===== src/rtl/core/pixel_coordinate_rotator_assert.svh =====
// assertion macros for the coordinate rotator
// both sample on the rising edge of clock and stay quiet while reset is high
`ifndef PIXEL_COORDINATE_ROTATOR_ASSERT_SVH
`define PIXEL_COORDINATE_ROTATOR_ASSERT_SVH

// consequent checked in the same cycle as the antecedent
`define PCR_ASSERT_SAME(label, ante, cons) \
   label: assert property (@(posedge clock) disable iff (reset) (ante) |-> (cons)) \
      else $error("pcr same-cycle assertion failed");

// consequent checked in the cycle after the antecedent
`define PCR_ASSERT_NEXT(label, ante, cons) \
   label: assert property (@(posedge clock) disable iff (reset) (ante) |=> (cons)) \
      else $error("pcr next-cycle assertion failed");

`endif


===== src/rtl/core/pcr_pkg.sv =====
`timescale 1ns / 1ps

package pcr_pkg;

   // field widths
   localparam int SRC_W   = 10;
   localparam int PIX_W   = 32;
   localparam int CFG_W   = 11;
   localparam int DEG_W   = 9;
   localparam int TGT_W   = 12;
   localparam int ADDR_W  = 20;
   localparam int CSR_IDX_W = 3;

   // defaults for the top level parameters
   localparam int COORD_BITS     = 10;
   localparam int TRIG_FRAC_BITS = 16;

   // centered coordinate in half-pixel units
   localparam int CX_W = 13;

   // register indexes
   localparam logic [CSR_IDX_W-1:0] REG_IMAGE_WIDTH   = 3'd0;
   localparam logic [CSR_IDX_W-1:0] REG_IMAGE_HEIGHT  = 3'd1;
   localparam logic [CSR_IDX_W-1:0] REG_WINDOW_WIDTH  = 3'd2;
   localparam logic [CSR_IDX_W-1:0] REG_WINDOW_HEIGHT = 3'd3;
   localparam logic [CSR_IDX_W-1:0] REG_ROTATION      = 3'd4;

   // register reset values
   localparam logic [CFG_W-1:0] RST_IMAGE_WIDTH   = 11'd256;
   localparam logic [CFG_W-1:0] RST_IMAGE_HEIGHT  = 11'd256;
   localparam logic [CFG_W-1:0] RST_WINDOW_WIDTH  = 11'd320;
   localparam logic [CFG_W-1:0] RST_WINDOW_HEIGHT = 11'd240;
   localparam logic [DEG_W-1:0] RST_ROTATION      = 9'd0;

   // sine table covers 0..90 degrees
   localparam int SIN_ENTRIES = 91;
   localparam int SIN_IDX_W   = 7;

   localparam logic [63:0] PI_Q60 = 64'h3243F6A8885A308D;
   localparam logic [63:0] DEG_STEP_Q = PI_Q60 / 180;
   localparam logic [63:0] DEG_STEP_R = PI_Q60 % 180;

   // sin(k degrees) in unsigned Q1.frac, from a Q60 taylor series, rounded
   // to nearest; only evaluated on constants
   function automatic logic [31:0] sin_fixed(input int unsigned k, input int unsigned frac);
      logic [63:0]         x;
      logic [63:0]         x2;
      logic [63:0]         term;
      logic [63:0]         v;
      logic [63:0]         rnd;
      logic signed [63:0]  sum;
      logic [127:0]        prod;
      int unsigned         i;
      x    = DEG_STEP_Q * 64'(k) + (DEG_STEP_R * 64'(k)) / 180;
      prod = {64'd0, x} * {64'd0, x};
      x2   = prod[123:60];
      term = x;
      sum  = $signed(x);
      for (i = 1; i <= 12; i++) begin
         prod = {64'd0, term} * {64'd0, x2};
         term = prod[123:60] / 64'((2 * i) * (2 * i + 1));
         if (i[0]) sum = sum - $signed(term);
         else      sum = sum + $signed(term);
      end
      v   = (sum < 0) ? 64'd0 : 64'(sum);
      rnd = (v + (64'd1 << (59 - frac))) >> (60 - frac);
      return 32'(rnd);
   endfunction

endpackage


===== src/rtl/core/pcr_req_if.sv =====
`timescale 1ns / 1ps

interface pcr_req_if;
   logic                       valid;
   logic                       ready;
   logic [pcr_pkg::SRC_W-1:0]  source_x;
   logic [pcr_pkg::SRC_W-1:0]  source_y;
   logic [pcr_pkg::PIX_W-1:0]  pixel_value;

   modport source (output valid, source_x, source_y, pixel_value, input ready);
   modport sink   (input valid, source_x, source_y, pixel_value, output ready);
endinterface


===== src/rtl/core/pcr_rsp_if.sv =====
`timescale 1ns / 1ps

interface pcr_rsp_if;
   logic                        valid;
   logic                        ready;
   logic signed [pcr_pkg::TGT_W-1:0] target_x;
   logic signed [pcr_pkg::TGT_W-1:0] target_y;
   logic                        inside_window;
   logic [pcr_pkg::ADDR_W-1:0]  target_address;
   logic [pcr_pkg::PIX_W-1:0]   pixel_out;

   modport source (output valid, target_x, target_y, inside_window, target_address,
                   pixel_out, input ready);
   modport sink   (input valid, target_x, target_y, inside_window, target_address,
                   pixel_out, output ready);
endinterface


===== src/rtl/core/pixel_coordinate_rotator.sv =====
// pixel coordinate rotator: forward-maps source pixels onto a rotated frame
// req_chan carries one source pixel per transaction (column, row, color);
// rsp_chan returns its rotated column and row, an inside-window flag, the
// frame-buffer address row*window_width+column (zero when outside) and the
// color unchanged. csr_we/csr_index/csr_data write image size, window size
// and angle in degrees; write them only while no transaction is in flight.
// five register stages: input/centering, trig lookup, products, sum and
// rounding, bounds/address/output. a result reaches rsp_chan through these
// stages in order; one transaction is taken every cycle while the receiver
// keeps up, and the single product stage holds all four multipliers.
// each stage holds its own valid bit; a stage loads when it is empty or the
// one after it moves, so a stalled receiver backs up the pipe stage by
// stage without dropping or duplicating a transaction, and req_chan.ready
// falls only once all five stages are full.
// reset (synchronous) empties the pipe and restores register defaults:
// image 256x256, window 320x240, angle zero. the sine table is constant.
`timescale 1ns / 1ps
`include "pixel_coordinate_rotator_assert.svh"

module pixel_coordinate_rotator #(
   parameter int COORD_BITS     = pcr_pkg::COORD_BITS,
   parameter int TRIG_FRAC_BITS = pcr_pkg::TRIG_FRAC_BITS
) (
   input  logic                              clock,
   input  logic                              reset,
   pcr_req_if.sink                           req_chan,
   pcr_rsp_if.source                         rsp_chan,
   input  logic                              csr_we,
   input  logic [pcr_pkg::CSR_IDX_W-1:0]     csr_index,
   input  logic [pcr_pkg::CFG_W-1:0]         csr_data
);

   localparam int SRC_W = pcr_pkg::SRC_W;
   localparam int CFG_W = pcr_pkg::CFG_W;
   localparam int DEG_W = pcr_pkg::DEG_W;
   localparam int PIX_W = pcr_pkg::PIX_W;
   localparam int TGT_W = pcr_pkg::TGT_W;
   localparam int ADDR_W = pcr_pkg::ADDR_W;
   localparam int CXW   = pcr_pkg::CX_W;
   localparam int RW    = pcr_pkg::SIN_IDX_W;
   localparam int MW    = TRIG_FRAC_BITS + 1;     // trig magnitude
   localparam int TW    = TRIG_FRAC_BITS + 2;     // signed trig
   localparam int PW    = CXW + TW;               // one product
   localparam int NW    = PW + 2;                 // sum of two products and offset
   localparam int TXW   = NW - TRIG_FRAC_BITS;    // rounded target

   localparam logic [SRC_W-1:0] CMASK = SRC_W'((64'd1 << COORD_BITS) - 64'd1);
   localparam logic [NW-1:0]    HALF  = NW'(64'd1 << TRIG_FRAC_BITS);
   localparam logic signed [TXW-1:0] SAT_HI = TXW'((1 << (TGT_W - 1)) - 1);
   localparam logic signed [TXW-1:0] SAT_LO = -TXW'(1 << (TGT_W - 1));

   localparam logic [1:0] QUAD_0 = 2'd0;
   localparam logic [1:0] QUAD_1 = 2'd1;
   localparam logic [1:0] QUAD_2 = 2'd2;
   localparam logic [1:0] QUAD_3 = 2'd3;

   // ---------------------------------------------------------------
   // configuration registers
   // ---------------------------------------------------------------
   logic [CFG_W-1:0] image_width_ff;
   logic [CFG_W-1:0] image_height_ff;
   logic [CFG_W-1:0] window_width_ff;
   logic [CFG_W-1:0] window_height_ff;
   logic [DEG_W-1:0] rotation_ff;

   always_ff @(posedge clock) begin
      if (reset) begin
         image_width_ff   <= pcr_pkg::RST_IMAGE_WIDTH;
         image_height_ff  <= pcr_pkg::RST_IMAGE_HEIGHT;
         window_width_ff  <= pcr_pkg::RST_WINDOW_WIDTH;
         window_height_ff <= pcr_pkg::RST_WINDOW_HEIGHT;
         rotation_ff      <= pcr_pkg::RST_ROTATION;
      end else if (csr_we) begin
         unique case (csr_index)
            pcr_pkg::REG_IMAGE_WIDTH:   image_width_ff   <= csr_data;
            pcr_pkg::REG_IMAGE_HEIGHT:  image_height_ff  <= csr_data;
            pcr_pkg::REG_WINDOW_WIDTH:  window_width_ff  <= csr_data;
            pcr_pkg::REG_WINDOW_HEIGHT: window_height_ff <= csr_data;
            pcr_pkg::REG_ROTATION:      rotation_ff      <= csr_data[DEG_W-1:0];
            default: ;  // unused indexes are dropped
         endcase
      end
   end

   // sine table 0..90 degrees, constant
   logic [MW-1:0] sin_rom [pcr_pkg::SIN_ENTRIES];
   for (genvar k = 0; k < pcr_pkg::SIN_ENTRIES; k++) begin : g_sin
      assign sin_rom[k] = MW'(pcr_pkg::sin_fixed(k, TRIG_FRAC_BITS));
   end

   // ---------------------------------------------------------------
   // pipeline advance: a stage loads when empty or when its successor moves
   // ---------------------------------------------------------------
   logic v1_ff, v2_ff, v3_ff, v4_ff, v5_ff;
   logic adv1, adv2, adv3, adv4, adv5;

   assign adv5 = !v5_ff || rsp_chan.ready;
   assign adv4 = !v4_ff || adv5;
   assign adv3 = !v3_ff || adv4;
   assign adv2 = !v2_ff || adv3;
   assign adv1 = !v1_ff || adv2;
   assign req_chan.ready = adv1;

   always_ff @(posedge clock) begin
      if (reset) begin
         v1_ff <= 1'b0;
         v2_ff <= 1'b0;
         v3_ff <= 1'b0;
         v4_ff <= 1'b0;
         v5_ff <= 1'b0;
      end else begin
         if (adv1) v1_ff <= req_chan.valid;
         if (adv2) v2_ff <= v1_ff;
         if (adv3) v3_ff <= v2_ff;
         if (adv4) v4_ff <= v3_ff;
         if (adv5) v5_ff <= v4_ff;
      end
   end

   // ---------------------------------------------------------------
   // stage 1: center coordinates in half-pixel units, angle to quadrant
   // ---------------------------------------------------------------
   logic [SRC_W-1:0]        sx_msk, sy_msk;
   logic signed [CXW-1:0]   cx1_in, cy1_in;
   logic [DEG_W-1:0]        deg_red;
   logic [1:0]              quad1_in;
   logic [DEG_W-1:0]        quad_base;
   logic [RW-1:0]           rem1_in;

   logic signed [CXW-1:0]   cx1_ff, cy1_ff;
   logic [1:0]              quad1_ff;
   logic [RW-1:0]           rem1_ff;
   logic [PIX_W-1:0]        pix1_ff;

   always_comb begin
      sx_msk = req_chan.source_x & CMASK;
      sy_msk = req_chan.source_y & CMASK;
      cx1_in = $signed(CXW'({sx_msk, 1'b1})) - $signed(CXW'(image_width_ff));
      cy1_in = $signed(CXW'({sy_msk, 1'b1})) - $signed(CXW'(image_height_ff));
      // register holds up to 511, one fold brings it under 360
      deg_red = (rotation_ff >= 9'd360) ? rotation_ff - 9'd360 : rotation_ff;
      if (deg_red >= 9'd270) begin
         quad1_in  = QUAD_3;
         quad_base = 9'd270;
      end else if (deg_red >= 9'd180) begin
         quad1_in  = QUAD_2;
         quad_base = 9'd180;
      end else if (deg_red >= 9'd90) begin
         quad1_in  = QUAD_1;
         quad_base = 9'd90;
      end else begin
         quad1_in  = QUAD_0;
         quad_base = 9'd0;
      end
      rem1_in = RW'(deg_red - quad_base);
   end

   always_ff @(posedge clock) begin
      if (adv1) begin
         cx1_ff   <= cx1_in;
         cy1_ff   <= cy1_in;
         quad1_ff <= quad1_in;
         rem1_ff  <= rem1_in;
         pix1_ff  <= req_chan.pixel_value;
      end
   end

   // ---------------------------------------------------------------
   // stage 2: table lookup and quadrant symmetry
   // ---------------------------------------------------------------
   logic signed [TW-1:0] sin_a, sin_b;
   logic signed [TW-1:0] s2_in, c2_in;
   logic signed [TW-1:0] s2_ff, c2_ff;
   logic signed [CXW-1:0] cx2_ff, cy2_ff;
   logic [PIX_W-1:0]     pix2_ff;

   always_comb begin
      sin_a = $signed({1'b0, sin_rom[rem1_ff]});
      sin_b = $signed({1'b0, sin_rom[RW'(7'd90 - rem1_ff)]});
      case (quad1_ff)
         QUAD_0: begin
            s2_in = sin_a;
            c2_in = sin_b;
         end
         QUAD_1: begin
            s2_in = sin_b;
            c2_in = -sin_a;
         end
         QUAD_2: begin
            s2_in = -sin_a;
            c2_in = -sin_b;
         end
         default: begin
            s2_in = -sin_b;
            c2_in = sin_a;
         end
      endcase
   end

   always_ff @(posedge clock) begin
      if (adv2) begin
         s2_ff   <= s2_in;
         c2_ff   <= c2_in;
         cx2_ff  <= cx1_ff;
         cy2_ff  <= cy1_ff;
         pix2_ff <= pix1_ff;
      end
   end

   // ---------------------------------------------------------------
   // stage 3: the four rotation products
   // ---------------------------------------------------------------
   logic signed [PW-1:0] cx_e, cy_e, s_e, c_e;
   logic signed [PW-1:0] pxc3_ff, pys3_ff, pxs3_ff, pyc3_ff;
   logic [PIX_W-1:0]     pix3_ff;

   assign cx_e = PW'(cx2_ff);
   assign cy_e = PW'(cy2_ff);
   assign s_e  = PW'(s2_ff);
   assign c_e  = PW'(c2_ff);

   always_ff @(posedge clock) begin
      if (adv3) begin
         pxc3_ff <= cx_e * c_e;
         pys3_ff <= cy_e * s_e;
         pxs3_ff <= cx_e * s_e;
         pyc3_ff <= cy_e * c_e;
         pix3_ff <= pix2_ff;
      end
   end

   // ---------------------------------------------------------------
   // stage 4: sum, shift back to pixel grid, round half away from zero
   // ---------------------------------------------------------------
   function automatic logic signed [TXW-1:0] round_away(input logic signed [NW-1:0] n);
      logic [NW-1:0] mag;
      logic [NW-1:0] qm;
      mag = (n > 0) ? NW'(n) : NW'(-n);
      qm  = (mag + HALF) >> (TRIG_FRAC_BITS + 1);
      return (n > 0) ? $signed(TXW'(qm)) : -$signed(TXW'(qm));
   endfunction

   logic signed [NW-1:0]  off_x, off_y;
   logic signed [NW-1:0]  nx, ny;
   logic signed [TXW-1:0] tx4_ff, ty4_ff;
   logic [PIX_W-1:0]      pix4_ff;

   always_comb begin
      off_x = $signed(NW'(image_width_ff) - NW'(1)) <<< TRIG_FRAC_BITS;
      off_y = $signed(NW'(image_height_ff) - NW'(1)) <<< TRIG_FRAC_BITS;
      nx = NW'(pxc3_ff) - NW'(pys3_ff) + off_x;
      ny = NW'(pxs3_ff) + NW'(pyc3_ff) + off_y;
   end

   always_ff @(posedge clock) begin
      if (adv4) begin
         tx4_ff  <= round_away(nx);
         ty4_ff  <= round_away(ny);
         pix4_ff <= pix3_ff;
      end
   end

   // ---------------------------------------------------------------
   // stage 5: window check, saturation, frame-buffer address
   // ---------------------------------------------------------------
   logic                    inside5_in;
   logic signed [TGT_W-1:0] tx5_in, ty5_in;
   logic [2*CFG_W-1:0]      row_base;
   logic [ADDR_W-1:0]       addr5_in;

   logic signed [TGT_W-1:0] tx5_ff, ty5_ff;
   logic                    inside5_ff;
   logic [ADDR_W-1:0]       addr5_ff;
   logic [PIX_W-1:0]        pix5_ff;

   always_comb begin
      // judged on the unsaturated target
      inside5_in = (tx4_ff >= 0) && (tx4_ff < $signed(TXW'(window_width_ff))) &&
                   (ty4_ff >= 0) && (ty4_ff < $signed(TXW'(window_height_ff)));
      tx5_in = (tx4_ff > SAT_HI) ? TGT_W'(SAT_HI) :
               (tx4_ff < SAT_LO) ? TGT_W'(SAT_LO) : TGT_W'(tx4_ff);
      ty5_in = (ty4_ff > SAT_HI) ? TGT_W'(SAT_HI) :
               (ty4_ff < SAT_LO) ? TGT_W'(SAT_LO) : TGT_W'(ty4_ff);
      row_base = ty4_ff[CFG_W-1:0] * window_width_ff;
      addr5_in = inside5_in ?
                 ADDR_W'(row_base + (2*CFG_W)'(tx4_ff[CFG_W-1:0])) : '0;
   end

   always_ff @(posedge clock) begin
      if (adv5) begin
         tx5_ff     <= tx5_in;
         ty5_ff     <= ty5_in;
         inside5_ff <= inside5_in;
         addr5_ff   <= addr5_in;
         pix5_ff    <= pix4_ff;
      end
   end

   assign rsp_chan.valid          = v5_ff;
   assign rsp_chan.target_x       = tx5_ff;
   assign rsp_chan.target_y       = ty5_ff;
   assign rsp_chan.inside_window  = inside5_ff;
   assign rsp_chan.target_address = addr5_ff;
   assign rsp_chan.pixel_out      = pix5_ff;

   // ---------------------------------------------------------------
   // assertions
   // ---------------------------------------------------------------
   // an accepted transaction always lands in the first stage
   `PCR_ASSERT_NEXT(a_accept_loads, req_chan.valid && req_chan.ready, v1_ff)
   // a full rounding stage that moves hands its transaction to the output
   `PCR_ASSERT_NEXT(a_stage_handoff, v4_ff && adv5, v5_ff)
   // an inside target has non-negative coordinates below the window width
   `PCR_ASSERT_SAME(a_inside_bounds, rsp_chan.valid && rsp_chan.inside_window,
                    !rsp_chan.target_x[TGT_W-1] && !rsp_chan.target_y[TGT_W-1] &&
                    ($unsigned(rsp_chan.target_x) < TGT_W'(window_width_ff)))
   // outside targets carry a zero address
   `PCR_ASSERT_SAME(a_outside_addr, rsp_chan.valid && !rsp_chan.inside_window, rsp_chan.target_address == '0)

endmodule


===== src/flat_wrapper.sv =====
// flat-port wrapper written by rule: the top's interface ports become plain ports
module pixel_coordinate_rotator_flat 
#(
   parameter int COORD_BITS     = pcr_pkg::COORD_BITS,
   parameter int TRIG_FRAC_BITS = pcr_pkg::TRIG_FRAC_BITS
)
  (clock, reset, csr_we, csr_index, csr_data, req_chan_valid, req_chan_source_x, req_chan_source_y, req_chan_pixel_value, req_chan_ready, rsp_chan_valid, rsp_chan_target_x, rsp_chan_target_y, rsp_chan_inside_window, rsp_chan_target_address, rsp_chan_pixel_out, rsp_chan_ready);
  pcr_req_if req_chan_i ();
  pcr_rsp_if rsp_chan_i ();
  input  logic clock;
  input  logic reset;
  input  logic csr_we;
  input  logic [pcr_pkg::CSR_IDX_W-1:0] csr_index;
  input  logic [pcr_pkg::CFG_W-1:0] csr_data;
  input wire logic [$bits(req_chan_i.valid)-1:0] req_chan_valid;
  input wire logic [$bits(req_chan_i.source_x)-1:0] req_chan_source_x;
  input wire logic [$bits(req_chan_i.source_y)-1:0] req_chan_source_y;
  input wire logic [$bits(req_chan_i.pixel_value)-1:0] req_chan_pixel_value;
  output wire logic [$bits(req_chan_i.ready)-1:0] req_chan_ready;
  output wire logic [$bits(rsp_chan_i.valid)-1:0] rsp_chan_valid;
  output wire logic [$bits(rsp_chan_i.target_x)-1:0] rsp_chan_target_x;
  output wire logic [$bits(rsp_chan_i.target_y)-1:0] rsp_chan_target_y;
  output wire logic [$bits(rsp_chan_i.inside_window)-1:0] rsp_chan_inside_window;
  output wire logic [$bits(rsp_chan_i.target_address)-1:0] rsp_chan_target_address;
  output wire logic [$bits(rsp_chan_i.pixel_out)-1:0] rsp_chan_pixel_out;
  input wire logic [$bits(rsp_chan_i.ready)-1:0] rsp_chan_ready;
  assign req_chan_i.valid = req_chan_valid;
  assign req_chan_i.source_x = req_chan_source_x;
  assign req_chan_i.source_y = req_chan_source_y;
  assign req_chan_i.pixel_value = req_chan_pixel_value;
  assign req_chan_ready = req_chan_i.ready;
  assign rsp_chan_valid = rsp_chan_i.valid;
  assign rsp_chan_target_x = rsp_chan_i.target_x;
  assign rsp_chan_target_y = rsp_chan_i.target_y;
  assign rsp_chan_inside_window = rsp_chan_i.inside_window;
  assign rsp_chan_target_address = rsp_chan_i.target_address;
  assign rsp_chan_pixel_out = rsp_chan_i.pixel_out;
  assign rsp_chan_i.ready = rsp_chan_ready;
  pixel_coordinate_rotator #(.COORD_BITS(COORD_BITS), .TRIG_FRAC_BITS(TRIG_FRAC_BITS)) u_core (.clock(clock), .reset(reset), .req_chan(req_chan_i), .rsp_chan(rsp_chan_i), .csr_we(csr_we), .csr_index(csr_index), .csr_data(csr_data));
endmodule

===== config.mk =====
export PLATFORM = sky130hd
export DESIGN_NAME = pixel_coordinate_rotator_flat
export DESIGN_NICKNAME = d
export VERILOG_FILES = /design/src/rtl/core/pcr_pkg.sv /design/src/rtl/core/pcr_req_if.sv /design/src/rtl/core/pcr_rsp_if.sv /design/src/rtl/core/pixel_coordinate_rotator.sv /design/src/flat_wrapper.sv
export VERILOG_INCLUDE_DIRS = /design/src /design/src/rtl/core
export SDC_FILE = /design/constraint.sdc
export NUM_CORES = 2
export LEC_CHECK = 0
export BUFFER_PORTS_ARGS = -buffer_cell sky130_fd_sc_hd__buf_4
export CORE_ASPECT_RATIO = 0.6
export CORE_UTILIZATION = 60
export DETAILED_ROUTE_END_ITERATION = 16
export GPL_ROUTABILITY_DRIVEN = 1
export GPL_TIMING_DRIVEN = 0
export PLACE_DENSITY = 0.8
export SYNTH_ARGS = -nofsm -noshare
export SYNTH_HDL_FRONTEND = slang
export SYNTH_SLANG_ARGS = --single-unit
export TNS_END_PERCENT = 10

===== constraint.sdc =====
create_clock -name clock -period 9.15 [get_ports clock]
set_input_delay 0.4575 -clock clock [delete_from_list [all_inputs] [get_ports clock]]
set_output_delay 0.4575 -clock clock [all_outputs]
set_load 0.05 [all_outputs]

==> out/qor.csv <==
stage,metric,value,unit
cells_and_area,register_area,14900,um^2
global_routing,grt_first_pass_wirelength,340000,um
run,drv_cap,1,
worst_setup_path,critical_path.max_stage_delay,0.73,ns
logic_synthesis,synth.distinct_cells,115,
detailed_routing,drtIter0Drc,7054,
logic_synthesis,synthArstFlopShare,0,%
cells_and_area,fin_util,65.9,%
floorplan,core-area,112000,um^2
placement,gp_congestion,1.11,
placement,place_area,71100,um^2
sta,fin_crit,9.18,ns
logic_synthesis,synth.avg_cell_area,9.54,um^2
cells_and_area,multi_input_area,48100,um^2
detailed_routing,vias,55000,
logic_synthesis,syn_inst,7125,
cells_and_area,nNetsFinal,8949,
logic_synthesis,synth_edf_count,456,
sta,tightest_slew,1.53,ns
hold_path,hp-class,in2reg,
placement,hpwl,181000,um
cells_and_area,syn2layout_area_growth,8.75,%
floorplan,die-area,115000,um^2
clock_tree,cts_tree,yes,
clock_tree,clock_sinks,514,
detailed_routing,drt-total-wl,224000,um
outcome,outcome,"complete, but fails checks",
floorplan,dieHeight,263,um
sta,setup_viol,1,
logic_synthesis,synth_area,68000,um^2
clock_tree,clock_latency,0.66,ns
clock_tree,cts_root_buf,clkbuf_16,
detailed_routing,wl_per_cell,25.1,um
worst_setup_path,critPathSlowestCell,edfxtp_1,
clock_tree,cts-buffers-inserted,50,
clock_tree,path_clk_slew,0.07,ns
sta,fmax,0.109,GHz
sta,rsz0062_at_grt,yes,
detailed_routing,viasPerCell,6.15,
floorplan,start_util,60.6,%
detailed_routing,drc,0,
detailed_routing,ant_nets,0,
worst_setup_path,start_kind,flip-flop,
floorplan,rows,95,
cells_and_area,final_area,73900,um^2
detailed_routing,dr.pass1.iters,8,
worst_setup_path,crit_fanout,10,
floorplan,top_level_ports,150,
worst_setup_path,endpoint_kind,flip-flop,
global_routing,grt_use_total,39.5,%
floorplan,dieWidth,436,um
worst_setup_path,critPathArrivalTime,9.55,ns
clock_tree,cts-htree-levels,2,
sta,setup_slack,-0.0288,ns
logic_synthesis,ys_ff_latch,514,
logic_synthesis,syn_nets,8691,
sta,fin_crit_sh,100,%
sta,clock_skew,0.0418,ns
cells_and_area,fill_cells,8884,
global_routing,grt_pass1_vias,54600,
sta,slew_viol_final,12,
logic_synthesis,yosysWarnings,0,
placement,dp_cells,8783,
global_routing,grt_max_degree,125,
worst_setup_path,worst-setup-path-type,reg2reg,
global_routing,grt_overflow,0,
cells_and_area,stdcell_count,8949,
clock_tree,cts_max_path_buffers,3,
placement,io_buffers,148,
worst_setup_path,cp_data_required_time,9.52,ns
global_routing,antenna_found_initial,28,
cells_and_area,drive_above_1_share,6.56,%
sta,slew_headroom,-1.87,%
sta,hold_viol_final,0,
logic_synthesis,ys_seq_area_share,21.9,%
sta,hold_ws,0.119,ns
logic_synthesis,synth-main-ff-cell,edfxtp_1,
outcome,violations,"max-capacitance violations, max-slew violations, negative setup slack",
[critical path: cells and delay by family, from the launching register on]
| kind | cells | cell delay, ns |
|---|---|---|
| and+or+nand+nor | 3 | 0.35 |
| buffers and inverters | 6 | 0.94 |
| xor gates and xnor gates | 1 | 0.34 |
| DFF | 1 | 0.73 |
| adders and majority gates | 7 | 3.16 |
| AOI/OAI and AO/OA | 12 | 3.38 |
[final timing paths]
| kind | from | to | slack (ns) | cells after the start |
|---|---|---|---|---|
| worst max-delay path | u_core.c2_ff[4] | u_core.pxc3_ff[30] | -0.03 | 29 |
| worst max register to register | u_core.c2_ff[4] | u_core.pxc3_ff[30] | -0.03 | 29 |
| worst min-delay path | csr_data[8] | u_core.window_width_ff[8] | 0.12 | 2 |
| worst min register to register | u_core.cx1_ff[7] | u_core.cx2_ff[7] | 0.40 | 0 |
[state kept, by name (all words and copies together) (netlist names), 12 cells and up]
name / cells
u_core.pyc3_ff: 31
u_core.pxc3_ff: 31
u_core.rsp_chan.target_y: 12
u_core.rsp_chan.target_address: 20
u_core.tx4_ff: 17
u_core.pix2_ff: 32
u_core.rsp_chan.pixel_out: 32
u_core.cy1_ff: 12
u_core.s2_ff: 18
u_core.pys3_ff: 31
u_core.pix3_ff: 32
u_core.cy2_ff: 12
u_core.pix1_ff: 32
u_core.pix4_ff: 32
u_core.rsp_chan.target_x: 12
u_core.cx1_ff: 12
u_core.cx2_ff: 12
u_core.ty4_ff: 17
u_core.pxs3_ff: 31
u_core.c2_ff: 18
[Yosys cell counts, types with 67 or more instances]
master	number	area share, %
a21o_1	67	0.74
a21oi_1	321	2.4
and2_1	430	4.0
clkbuf_1	311	1.7
edfxtp_1	456	20
fa_1	969	29
ha_1	526	9.7
inv_1	1081	6.0
nand2_1	939	5.2
nand2b_1	107	0.99
nand3_1	93	0.68
nor2_1	300	1.7
nor3_1	129	0.95
o21a_1	72	0.80
o21ai_0	164	1.2
xnor2_1	246	3.2
xor2_1	85	1.1
[routing by layer]
metal  part of all wire, %  vias to the layer above  wire length, um  GRT usage [%]
met1                    42                    27200            93200           58.4
met3                    16                      477            36900           17.5
met2                    39                     3571            86400           52.0
met5                  0.17                        -              380              0
li1                      -                    23800                -              -
met4                   3.3                       18             7330           10.8
[layout by cell type, fill, tap and decap left out, types with 45 or more instances in the layout]
master / n
nand2_1: 936
edfxtp_1: 456
nand2b_1: 107
nor2b_1: 54
fa_1: 969
nor2_1: 297
ha_1: 522
clkbuf_16: 50
xnor2_1: 240
o21ai_0: 160
a21oi_1: 315
inv_1: 1079
buf_4: 175
clkbuf_1: 283
xor2_1: 81
o21a_1: 72
and2_1: 429
nor3_1: 124
dfxtp_1: 58
a31oi_1: 45
nand3_1: 92
a21o_1: 67
[final cells by class]
type | count | area share [%]
clock inverter | 34 | 0.432
sequential | 514 | 20.1
multi-input combinational | 5185 | 65.1
tap | 1503 | 2.54
clock buffer | 59 | 1.79
buffer | 331 | 1.79
inverter | 1082 | 5.51
antenna | 22 | 0.0745
timing repair buffer | 219 | 2.61
[repair_timing]
action                                  4_1_cts  5_1_grt
buffers inserted                              2       30
endpoints found under the hold margin        32        0
resized for setup                            32       84
endpoints found under the setup margin       26       33
pin swaps                                     4       20
hold buffers                                 32        0
[stage by stage]
step                      worst slack [ns]  TNS (ns)
after floorplan                      0.538         0
after global placement              -0.678     -9.83
after detailed placement            -0.802    -10.46
after CTS                          -0.0124   -0.0124
after global routing                -0.100    -0.366
final                              -0.0288   -0.0288
[cells by family (layout without fill, tap and decap cells)]
family / count (synthesis) / count (layout) / synth area share [%]
AND/OR/NAND/NOR: 2236 / 2236 / 15.9
adder cells (fa/ha/maj): 1496 / 1496 / 38.2
buffers and inverters: 1426 / 1725 / 7.95
AO/OA/AOI/OAI: 1057 / 1057 / 10.3
flip-flops: 514 / 514 / 21.9
XOR/XNOR: 334 / 334 / 4.35
multiplexers: 62 / 62 / 1.33
other: 0 / 22 / 0
Power is left out: the tool's default activity adds up to more than one toggle a clock period on the data nets, which glitch-free logic cannot reach.
